<file path="config.mk">
export PLATFORM = sky130hd
export DESIGN_NAME = integer_stack_calculator
export DESIGN_NICKNAME = d
export VERILOG_FILES = /design/src/design/isc_pkg.sv /design/src/design/integer_stack_calculator.sv /design/src/design/isc_datapath.sv /design/src/design/isc_control.sv
export SDC_FILE = /design/constraint.sdc
export NUM_CORES = 2
export LEC_CHECK = 0
export ABC_AREA = 0
export BUFFER_PORTS_ARGS = -buffer_cell sky130_fd_sc_hd__clkbuf_2
export CORE_UTILIZATION = 45
export CTS_CLUSTER_DIAMETER = 50
export DETAILED_ROUTE_END_ITERATION = 10
export SLEW_MARGIN = 10
export SYNTH_ARGS = -nofsm -noshare
export SYNTH_HDL_FRONTEND = slang
export SYNTH_SLANG_ARGS = --single-unit
export TNS_END_PERCENT = 30
</file>
<file path="constraint.sdc">
create_clock -name clk -period 12.6 [get_ports clk]
set_clock_uncertainty 0.05 [all_clocks]
set_input_delay 1.26 -clock clk [delete_from_list [all_inputs] [get_ports clk]]
set_output_delay 1.26 -clock clk [all_outputs]
set_load 0.01 [all_outputs]
</file>
<file path="src/design/isc_pkg.sv">
package isc_pkg;

  localparam int Depth = 16;
  localparam int PtrW = $clog2(Depth);
  localparam int CntW = $clog2(Depth + 1);

  typedef enum logic [2:0] {
    OP_PUSH    = 3'd0,
    OP_POP     = 3'd1,
    OP_TOP     = 3'd2,
    OP_DIV     = 3'd3,
    OP_PRIME   = 3'd4,
    OP_REPLACE = 3'd5
  } opcode_t;

  typedef enum logic [1:0] {
    ST_OK      = 2'd0,
    ST_FULL    = 2'd1,
    ST_EMPTY   = 2'd2,
    ST_DIVZERO = 2'd3
  } status_t;

  typedef struct packed {
    logic [2:0]         opcode;
    logic signed [31:0] operand;
  } in_item_t;

  typedef struct packed {
    logic [1:0]         status;
    logic signed [31:0] data;
    logic               prime;
  } out_item_t;

  typedef enum logic [3:0] {
    S_IDLE, S_RD_TOP, S_RD_SEC, S_DECIDE, S_DIV_RUN, S_DIV_WB,
    S_PR_CHK, S_PR_SQ, S_PR_DIV, S_RESULT, S_OUT
  } state_t;

  // Commands from the controller to the datapath.
  typedef struct packed {
    logic load_top;      // latch memory read data as the top word
    logic load_sec;      // latch memory read data as the second word
    logic div_start;     // start a signed divide of top by second
    logic pr_init;       // set trial divisor to 2
    logic pr_sq;         // register trial divisor squared
    logic pr_start;      // start top mod trial divisor
    logic pr_next;       // advance trial divisor
    logic mem_we;        // write wdata at waddr
    logic wsel_div;      // write quotient instead of the operand
    logic wr_top;        // write the operand over the top entry
    logic [1:0] rsel;    // read address: 0 top, 1 second, 2 top
  } cmd_t;

  typedef struct packed {
    logic div_done;
    logic div_zero;
    logic pr_small;      // top is negative or below 2
    logic pr_over;       // trial divisor squared exceeds top
    logic pr_rem_zero;
  } stat_t;

endpackage

</file>
<file path="src/design/integer_stack_calculator.sv">
// Push, pop, top and replace go through the result state to the output state.
// Divide runs the 32-step restoring divider; a zero divisor skips it.
// A prime test runs one divide of the top per trial divisor, up to some 46000 divisors.
// One item at a time; the next transfer in waits for the result transfer.
// Reset (rst, synchronous, active high) empties the stack and sets depth_limit to 16.
module integer_stack_calculator (
  input  logic                clk,
  input  logic                rst,
  input  logic                in_valid,
  output logic                in_ready,
  input  isc_pkg::in_item_t   in_data,
  output logic                out_valid,
  input  logic                out_ready,
  output isc_pkg::out_item_t  out_data,
  input  logic                cfg_valid,
  output logic                cfg_ready,
  input  logic [4:0]          cfg_data
);

  // Every configuration transfer is taken; the limit should only change while
  // no item is in flight.
  logic [4:0] depth_limit;
  logic [isc_pkg::CntW-1:0] fill;
  logic [1:0] status;
  logic prime, have_top;
  logic [31:0] rd_word;
  isc_pkg::cmd_t cmd;
  isc_pkg::stat_t stat;

  assign cfg_ready = 1'b1;

  always_ff @(posedge clk) begin
    if (rst) depth_limit <= 5'd16;
    else if (cfg_valid) depth_limit <= cfg_data;
  end

  isc_control u_ctrl (
    .clk, .rst, .in_valid, .in_ready,
    .opcode(in_data.opcode), .limit(depth_limit),
    .out_valid, .out_ready, .status, .prime, .have_top,
    .fill, .cmd, .stat
  );

  isc_datapath u_dp (
    .clk, .rst, .cmd, .fill, .operand(in_data.operand), .stat, .rd_word
  );

  // The memory read of the top is issued in the result state and held for output.
  always_comb begin
    out_data.status = status;
    out_data.data   = have_top ? rd_word : 32'hFFFF_FFFF;
    out_data.prime  = prime;
  end

endmodule

</file>
<file path="src/design/isc_datapath.sv">
module isc_datapath (
  input  logic                        clk,
  input  logic                        rst,
  input  isc_pkg::cmd_t               cmd,
  input  logic [isc_pkg::CntW-1:0]    fill,
  input  logic signed [31:0]          operand,
  output isc_pkg::stat_t              stat,
  output logic [31:0]                 rd_word
);

  logic [31:0] mem [isc_pkg::Depth];
  logic [31:0] top_w, sec_w, rdata;
  logic [isc_pkg::PtrW-1:0] raddr, waddr;
  logic [isc_pkg::CntW-1:0] roff;

  logic [31:0] rem, quo, dvs;
  logic [5:0]  cnt;
  logic        busy, neg_q;
  logic [32:0] trial;
  logic [15:0] pdiv;
  logic [32:0] psq;

  assign rd_word = rdata;

  always_comb begin
    case (cmd.rsel)
      2'd0:    roff = fill - isc_pkg::CntW'(1);
      2'd1:    roff = fill - isc_pkg::CntW'(2);
      default: roff = fill - isc_pkg::CntW'(1);
    endcase
    raddr = roff[isc_pkg::PtrW-1:0];
    if (cmd.wsel_div || cmd.wr_top) waddr = roff[isc_pkg::PtrW-1:0];
    else waddr = fill[isc_pkg::PtrW-1:0];
  end

  always_ff @(posedge clk) begin
    rdata <= mem[raddr];
    if (cmd.mem_we) mem[waddr] <= cmd.wsel_div ? (neg_q ? -quo : quo) : operand;
  end

  always_ff @(posedge clk) begin
    if (cmd.load_top) top_w <= rdata;
    if (cmd.load_sec) sec_w <= rdata;
    if (cmd.pr_sq) psq <= 33'(pdiv) * 33'(pdiv);
    if (cmd.pr_init) pdiv <= 16'd2;
    else if (cmd.pr_next) pdiv <= pdiv + 16'd1;
  end

  // One quotient bit per cycle.
  assign trial = {rem, quo[31]} - {1'b0, dvs};

  always_ff @(posedge clk) begin
    if (rst) begin
      cnt   <= '0;
      busy  <= 1'b0;
    end else if (cmd.div_start) begin
      rem   <= '0;
      quo   <= top_w[31] ? -top_w : top_w;
      dvs   <= sec_w[31] ? -sec_w : sec_w;
      neg_q <= top_w[31] ^ sec_w[31];
      cnt   <= 6'd32;
      busy  <= 1'b1;
    end else if (cmd.pr_start) begin
      rem   <= '0;
      quo   <= top_w;
      dvs   <= {16'd0, pdiv};
      neg_q <= 1'b0;
      cnt   <= 6'd32;
      busy  <= 1'b1;
    end else if (busy) begin
      if (trial[32]) rem <= {rem[30:0], quo[31]};
      else rem <= trial[31:0];
      quo  <= {quo[30:0], ~trial[32]};
      cnt  <= cnt - 6'd1;
      busy <= (cnt != 6'd1);
    end
  end

  always_comb begin
    stat.div_done    = !busy;
    stat.div_zero    = (sec_w == 32'd0);
    stat.pr_small    = top_w[31] || (top_w < 32'd2);
    stat.pr_over     = psq > {1'b0, top_w};
    stat.pr_rem_zero = (rem == 32'd0);
  end

endmodule

</file>
<file path="src/design/isc_control.sv">
module isc_control (
  input  logic                     clk,
  input  logic                     rst,
  input  logic                     in_valid,
  output logic                     in_ready,
  input  logic [2:0]               opcode,
  input  logic [4:0]               limit,
  output logic                     out_valid,
  input  logic                     out_ready,
  output logic [1:0]               status,
  output logic                     prime,
  output logic                     have_top,
  output logic [isc_pkg::CntW-1:0] fill,
  output isc_pkg::cmd_t            cmd,
  input  isc_pkg::stat_t           stat
);

  isc_pkg::state_t state, state_next;
  logic [2:0] op;
  logic [1:0] status_next;
  logic prime_next;
  logic [isc_pkg::CntW-1:0] fill_next;
  logic [isc_pkg::CntW-1:0] lim;
  logic issued;

  always_comb begin
    if (limit == 5'd0) lim = isc_pkg::CntW'(1);
    else if (32'(limit) > isc_pkg::Depth) lim = isc_pkg::CntW'(isc_pkg::Depth);
    else lim = isc_pkg::CntW'(limit);
  end

  assign in_ready  = (state == isc_pkg::S_IDLE);
  assign out_valid = (state == isc_pkg::S_OUT);
  assign have_top  = (fill != '0);

  always_ff @(posedge clk) begin
    if (rst) begin
      state  <= isc_pkg::S_IDLE;
      fill   <= '0;
      status <= isc_pkg::ST_OK;
      prime  <= 1'b0;
      issued <= 1'b0;
    end else begin
      state  <= state_next;
      fill   <= fill_next;
      status <= status_next;
      prime  <= prime_next;
      issued <= cmd.pr_start;
    end
  end

  always_ff @(posedge clk) begin
    if (in_valid && in_ready) op <= opcode;
  end

  always_comb begin
    state_next  = state;
    fill_next   = fill;
    status_next = status;
    prime_next  = prime;
    cmd         = '0;
    case (state)
      isc_pkg::S_IDLE: begin
        if (in_valid) begin
          status_next = isc_pkg::ST_OK;
          prime_next  = 1'b0;
          state_next  = isc_pkg::S_RESULT;
          case (opcode)
            isc_pkg::OP_PUSH: begin
              if (fill >= lim) status_next = isc_pkg::ST_FULL;
              else begin
                cmd.mem_we = 1'b1;
                fill_next  = fill + isc_pkg::CntW'(1);
              end
            end
            isc_pkg::OP_POP: begin
              if (fill == '0) status_next = isc_pkg::ST_EMPTY;
              else fill_next = fill - isc_pkg::CntW'(1);
            end
            isc_pkg::OP_DIV: begin
              if (fill < isc_pkg::CntW'(2)) status_next = isc_pkg::ST_EMPTY;
              else state_next = isc_pkg::S_RD_TOP;
            end
            isc_pkg::OP_PRIME: begin
              if (fill == '0) status_next = isc_pkg::ST_EMPTY;
              else state_next = isc_pkg::S_RD_TOP;
            end
            isc_pkg::OP_REPLACE: begin
              if (fill == '0) status_next = isc_pkg::ST_EMPTY;
              else begin
                cmd.mem_we = 1'b1;
                cmd.wr_top = 1'b1;
              end
            end
            default: begin
              if (fill == '0) status_next = isc_pkg::ST_EMPTY;
            end
          endcase
        end
      end
      // Read issued in this state returns next cycle.
      isc_pkg::S_RD_TOP: begin
        cmd.rsel   = 2'd0;
        state_next = isc_pkg::S_RD_SEC;
      end
      isc_pkg::S_RD_SEC: begin
        cmd.load_top = 1'b1;
        cmd.rsel     = 2'd1;
        cmd.pr_init  = 1'b1;
        state_next   = (op == isc_pkg::OP_DIV) ? isc_pkg::S_DECIDE : isc_pkg::S_PR_CHK;
      end
      isc_pkg::S_DECIDE: begin
        cmd.load_sec = 1'b1;
        state_next   = isc_pkg::S_DIV_RUN;
        cmd.rsel     = 2'd1;
      end
      isc_pkg::S_DIV_RUN: begin
        cmd.rsel = 2'd1;
        if (stat.div_zero) begin
          status_next = isc_pkg::ST_DIVZERO;
          state_next  = isc_pkg::S_RESULT;
        end else begin
          cmd.div_start = 1'b1;
          state_next    = isc_pkg::S_DIV_WB;
        end
      end
      isc_pkg::S_DIV_WB: begin
        cmd.rsel = 2'd1;
        if (stat.div_done) begin
          cmd.mem_we   = 1'b1;
          cmd.wsel_div = 1'b1;
          fill_next    = fill - isc_pkg::CntW'(1);
          state_next   = isc_pkg::S_RESULT;
        end
      end
      isc_pkg::S_PR_CHK: begin
        if (stat.pr_small) state_next = isc_pkg::S_RESULT;
        else begin
          cmd.pr_sq  = 1'b1;
          state_next = isc_pkg::S_PR_SQ;
        end
      end
      isc_pkg::S_PR_SQ: begin
        if (stat.pr_over) begin
          prime_next = 1'b1;
          state_next = isc_pkg::S_RESULT;
        end else begin
          cmd.pr_start = 1'b1;
          state_next   = isc_pkg::S_PR_DIV;
        end
      end
      isc_pkg::S_PR_DIV: begin
        if (!issued && stat.div_done) begin
          if (stat.pr_rem_zero) state_next = isc_pkg::S_RESULT;
          else begin
            cmd.pr_next = 1'b1;
            state_next  = isc_pkg::S_PR_CHK;
          end
        end
      end
      isc_pkg::S_RESULT: begin
        cmd.rsel   = 2'd0;
        state_next = isc_pkg::S_OUT;
      end
      isc_pkg::S_OUT: begin
        if (out_ready) state_next = isc_pkg::S_IDLE;
      end
      default: state_next = isc_pkg::S_IDLE;
    endcase
  end

endmodule

</file>
## Word-level counts from Yosys, hierarchy flattened

Memory sizes are Yosys's and may differ from the RTL's. A register that Yosys moved wholly into a read port is not among the register bits.
Index checks and enable logic that the tools add are counted.

| word-level totals | value |
|---|---|
| register bits after elaboration | 237 |
| latch bits | 0 |
| RAM bits | 512 |
| ROM bits | 0 |
| memories | 1 |

Memory list:

| memory | words | bits a word | rd ports | clocked after memory_dff | write ports | RTL line | RTL |
|---|---|---|---|---|---|---|---|
| u_dp.mem | 16 | 32 | 1 | 1 | 1 | isc_datapath.sv:11 | `logic [31:0] mem [isc_pkg::Depth];` |

| cells by class | value |
|---|---|
| add/subtract/negate cells | 9 |
| multipliers | 1 |
| div/mod/pow operators | 0 |
| order comparisons | 5 |
| equality and inequality tests | 26 |
| shift operators | 0 |
| mux-type cells | 77 |
| bitwise operators | 3 |
| reduce and logical (&&, ||, !) cells | 27 |

Operator list:

| cell | count |
|---|---|
| two-way mux 32 bit | 12 |
| negator 32 bit | 3 |
| zero test 32 bit | 2 |
| two-way mux 4 bit | 11 |
| case mux 4 bit (11 select lines) | 1 |
| subtractor 33 x 32 -> 33 bit | 1 |
| greater-than comparator 32 bit | 1 |
| less-than comparator 32 x 2 -> 1 bit (second input constant) | 1 |
| multiplier 16 x 16 -> 32 bit | 1 |
| two-way mux 1 bit | 30 |
| two-way mux 5 bit | 6 |
| case mux 5 bit (2 select lines) | 2 |
| two-way mux 6 bit | 3 |
| adder 16 x 1 -> 16 bit (second input constant) | 1 |
| == test 4 x 3 -> 1 bit (second input constant) | 4 |
| == test 4 bit (second input constant) | 3 |
| zero test 5 bit | 2 |
| two-way mux 2 bit | 5 |
| != test 3 bit (second input constant) | 3 |
| == test 4 x 2 -> 1 bit (second input constant) | 2 |
| != test 2 bit (second input constant) | 4 |
| case mux 2 bit (2 select lines) | 2 |
| case mux 4 bit (2 select lines) | 1 |
| nonzero test 2 bit | 4 |
| 32 further kinds | 43 |

## Longest topological paths before layout

| logic depth | value |
|---|---|
| word-level depth | 10 |
| gate-level depth with buffers | 26 |
| gate-level depth less buffers | 24 |

## Cells and area by module

Synthesis repeated with hierarchy kept, for this count alone.

| unflattened totals | value |
|---|---|
| cells, all modules | 3295 |
| area total of the unflattened synthesis | 42278.0 µm² |

By module, submodules not included:

| module | times used | cells an instance | area an instance (µm²) | seq. area each (µm²) |
|---|---|---|---|---|
| isc_datapath | 1 | 3070 | 40561.4 | 22241.3 |
| isc_control | 1 | 171 | 1301.2 | 350.3 |
| integer_stack_calculator | 1 | 54 | 415.4 | 100.1 |

## Least setup slack after synthesis

No wires, ideal clock.

| timing path | value |
|---|---|
| path type | register to register |
| from | reg u_dp.pdiv[4] |
| to | reg u_dp.psq[30], data pin |
| library setup time | 0.258 ns |
| arrival time | 6.521 ns |
| data required time | 12.292 ns |
| slack | 5.772 ns |
| stages on the path, launching flop included | 23 |
| path buffers | 2 |
| clock period less this slack | 6.828 ns |
| cell sequence | dfxtp_1 > clkbuf_1 > buf_1 > nand2_1 > fa_1 > inv_1 > fa_1 > fa_1 > fa_1 > fa_1 > inv_1 > fa_1 > inv_1 > ha_1 > and4_1 > and3_1 > and4_1 > a221oi_1 > a311oi_1 > a221oi_1 > o21ai_0 > a21oi_1 > xnor2_1 |

| between the ends | value |
|---|---|
| longest elaborated chain between the ends | 1 |

Ends and longest elaborated chain:

| element | RTL line | RTL |
|---|---|---|
| from (decl) | isc_datapath.sv:20 | `logic [15:0] pdiv;` |
| from (signal assigned) | isc_datapath.sv:46 | `else if (cmd.pr_next) pdiv <= pdiv + 16'd1;` |
| multiplier 16 x 16 -> 32 bit | isc_datapath.sv:44 | `if (cmd.pr_sq) psq <= 33'(pdiv) * 33'(pdiv);` |
| to (signal assigned) | isc_datapath.sv:44 |  |
| to (decl) | isc_datapath.sv:21 | `logic [32:0] psq;` |

No other way between the ends.
A chain may end at the register's enable or synchronous reset.

## Final worst setup path

| timing path | value |
|---|---|
| from | reg u_dp.pdiv[9] |
| to | reg u_dp.psq[30], data pin |

Same word-level chain as after synthesis.

==> metrics <==
area grow syn2layout=12.35%; Seq/Total Area, Yosys=between 50% and 60%; Resized cells post-CTS=0; LEAKAGE=between 15 and 20 nW; CTS buffer count=between 90 and 100; Tmin final=roughly 7.6 ns; worst hold path type=reg -> reg; crit-path max FO=20; commonest non-fill, non-tap cell in the layout=edfxtp_1; Antenna diodes=0; htree depth=3; Synth warnings=0; CTS clk-pin slew, worst paths=0.06 ns; routability cong.=0.8898; Worst path max stage delay=between 0.8 and 0.9 ns; Slew headroom=15.46%; GRT overflow=0; drt wl/cell=22.75 microns; die area=roughly 95000 sq um; HPWL after DPL=71730 microns; Multi-input gate area=approximately 18000 sq um; Top FF cell, synth=edfxtp_1; Yosys reg bits=between 700 and 800; cell row count=~110; Overall Global Routing Usage=between 20% and 30%; core footprint=slightly above 90000 sq um; Max Freq=approximately 0.13 GHz; NumNets Final=between 3000 and 4000; maximum vdd drop=about 200 uV; WHS Endpoint=u_ctrl.prime; cell type with the largest total area after synthesis=edfxtp_1; Netlist cell types=between 70 and 80; Worst R2R Path Depth=23; Fin. Hold Viols=0; Post-Syn Area=about 42000 sq um; CTS Buffer Depth=3; Core Util, Final=51.23%; Post-CTS Hold Buffers=0; Async S/R FF share, synth=0%; Top delay family on crit path=adder cells; Port Buf Inserts=81; initial antenna violation count=1; fillers=between 7000 and 8000; antenna viol nets, final=0; Vert. Die Dim=about 310 microns; Hold WS=between 0.4 and 0.5 ns; status=finished clean; storage element area=around 23000 sq um; Period Utilization, post-route=about 60%; Die Width=between 300 and 400 microns; Yosys top cell area share=50.56%; Syn Area/Cell=~13 sq um; FF-to-FF End=u_dp.psq[30]; Initial Util=a little under half; total number of vias=~26000; CP Buf/Inv Count=6; R2R setup slack=approximately 5 ns; most frequent cells in the layout=edfxtp_1 (707), inv_1 (360), nand2_1 (261), ha_1 (178), fa_1 (166); Final setup viols=0; Via density=between 5 and 6; top cells by area, synth=edfxtp_1 (51%), fa_1 (7.9%), mux4_2 (6.9%); RSZ-0062 raised after global routing=no; Critical Path RT=~13 ns; Skew-Pair Late Insertion Delay=roughly 0.66 ns; vias in the first global route=27230; Least-Margin Pin Slew=about 1.3 ns; crit end category=register; PwrDens=~180 nW/um^2; hold path cells=2; root buffer cell=clkbuf_16; CP Class=reg -> reg; DRC Markers=0; CTS tree=built; hold path start=u_ctrl.prime; Cells after Synth=3275; reg2reg start=u_dp.pdiv[9]; first-pass GRT wire length=around 160000 microns; CP Launch Type=register; initial DRC count=around 2400; Post-synth EDFFs=approximately 700; CP arrival=7.99 ns; TNS Setup=0 ns; WL final=between 100000 and 150000 microns; Worst path slowest cell=dfxtp_1; Post-CTS Setup Inserts=0; Slew Limit Fails=0; MaxCap Viol Count=0; Mapped Nets=between 3000 and 4000; # IOs=83; worst path cell trace=and2_1 -> inv_1 -> fa_1 -> inv_1 -> fa_1 -> inv_1 -> fa_1 -> inv_1 -> fa_1 -> fa_1 -> inv_1 -> fa_1 -> inv_1 -> ha_1 -> and3_1 -> and3_1 -> and4_1 -> a221oi_1 -> a311oi_1 -> a221oi_1 -> o21ai_0 -> a21oi_1 -> xnor2_1; share of layout cells above drive strength 1=between 10 and 15%; first-pass iteration count of the detailed router=6; Sink Count=between 700 and 800; largest net degree at the start of global routing=roughly 130
kinds of logic (layout without fill, tap and decap cells):
family / count (synthesis) / after routing / synth area share [%]
multiplexers: 180 / 180 / 8.108
flip-flops: 780 / 780 / 54.04
AO/OA/AOI/OAI: 523 / 523 / 7.870
XOR/XNOR: 142 / 142 / 2.962
other: 1 / 1 / 0.008931
AND/OR/NAND/NOR: 800 / 800 / 9.235
adder cells (fa/ha/maj): 344 / 344 / 13.22
buffers and inverters: 505 / 683 / 4.553
per-layer routing:
metal	wire length, microns	GRT usage, %	vias up
met4	3363	7.416	0
met5	0	0	-
li1	-	-	12070
met1	45310	30.59	13330
met3	5945	3.358	188
met2	52230	38.57	805
worst min-delay path, delay by kind of cell (launching register included):
family	cells	cell delay [ns]
simple gates	2	0.15
flops	1	0.31
final cells by class:
cell class	instances	share of cell area, %
sequential	780	48.10
multi-input combinational	1990	37.36
clock buffer	121	5.329
tap	1243	3.297
inverter	363	2.889
timing repair buffer	150	1.984
clock inverter	49	1.034
worst max path at each step:
| stage | cells past startpoint | end | slack, ns | startpoint |
|---|---|---|---|---|
| floorplan | 22 | u_dp.psq[30] | 5.77 | u_dp.pdiv[4] |
| global placement | 22 | u_dp.psq[30] | 5.17 | u_dp.pdiv[0] |
| detailed placement | 22 | u_dp.psq[30] | 4.97 | u_dp.pdiv[0] |
| CTS | 22 | u_dp.psq[30] | 4.97 | u_dp.pdiv[0] |
| global route | 22 | u_dp.psq[30] | 4.46 | u_dp.pdiv[0] |
| finish | 23 | u_dp.psq[30] | 4.95 | u_dp.pdiv[9] |
Yosys cell counts (all sizes together) (17+ instances only):
master	instances
edfxtp	707
inv	360
nand2	261
nor2	179
ha	178
fa	166
a21oi	161
o21ai	136
mux4	128
clkbuf	117
dfxtp	73
xnor2	71
xor2	71
nor3	65
mux2i	51
and2	47
a211oi	44
nor2b	42
nand3	38
or2	38
o31ai	34
nor4	26
buf	25
or3	24
a21o	21
and3	18
o21a	18
nand4	17
registers in the layout, summed over array words and instances (netlist names), 2 cells and up:
signal / cells
u_ctrl.status: 2
u_dp.psq: 31
u_dp.sec_w: 32
u_ctrl.op: 3
u_dp.cnt: 6
u_dp.rem: 32
u_dp.mem: 512
depth_limit: 5
u_dp.pdiv: 16
u_dp.dvs: 32
u_dp.rd_word: 32
u_ctrl.fill: 5
u_ctrl.state: 4
u_dp.top_w: 32
u_dp.quo: 32
power breakdown:
group	leakage (nW)	internal (W)	switching (W)	total, W
registers	6.97	0.00316	0.000289	0.00345
logic	9.66	0.000919	0.00136	0.00228
clock network	1.44	0.00152	0.00107	0.00259
through the flow:
stage	setup slack [ns]	power, W	area (sq um)	cells
floorplan	5.772	0.004970	41990	3275
global route	4.459	0.008706	47170	4696
global placement	5.165	0.005734	44160	4525
CTS	4.974	0.008374	47160	4695
finish	4.950	0.008320	47170	4696
detailed placement	4.967	0.005764	44160	4525
Power figures use the tool's default switching activity.
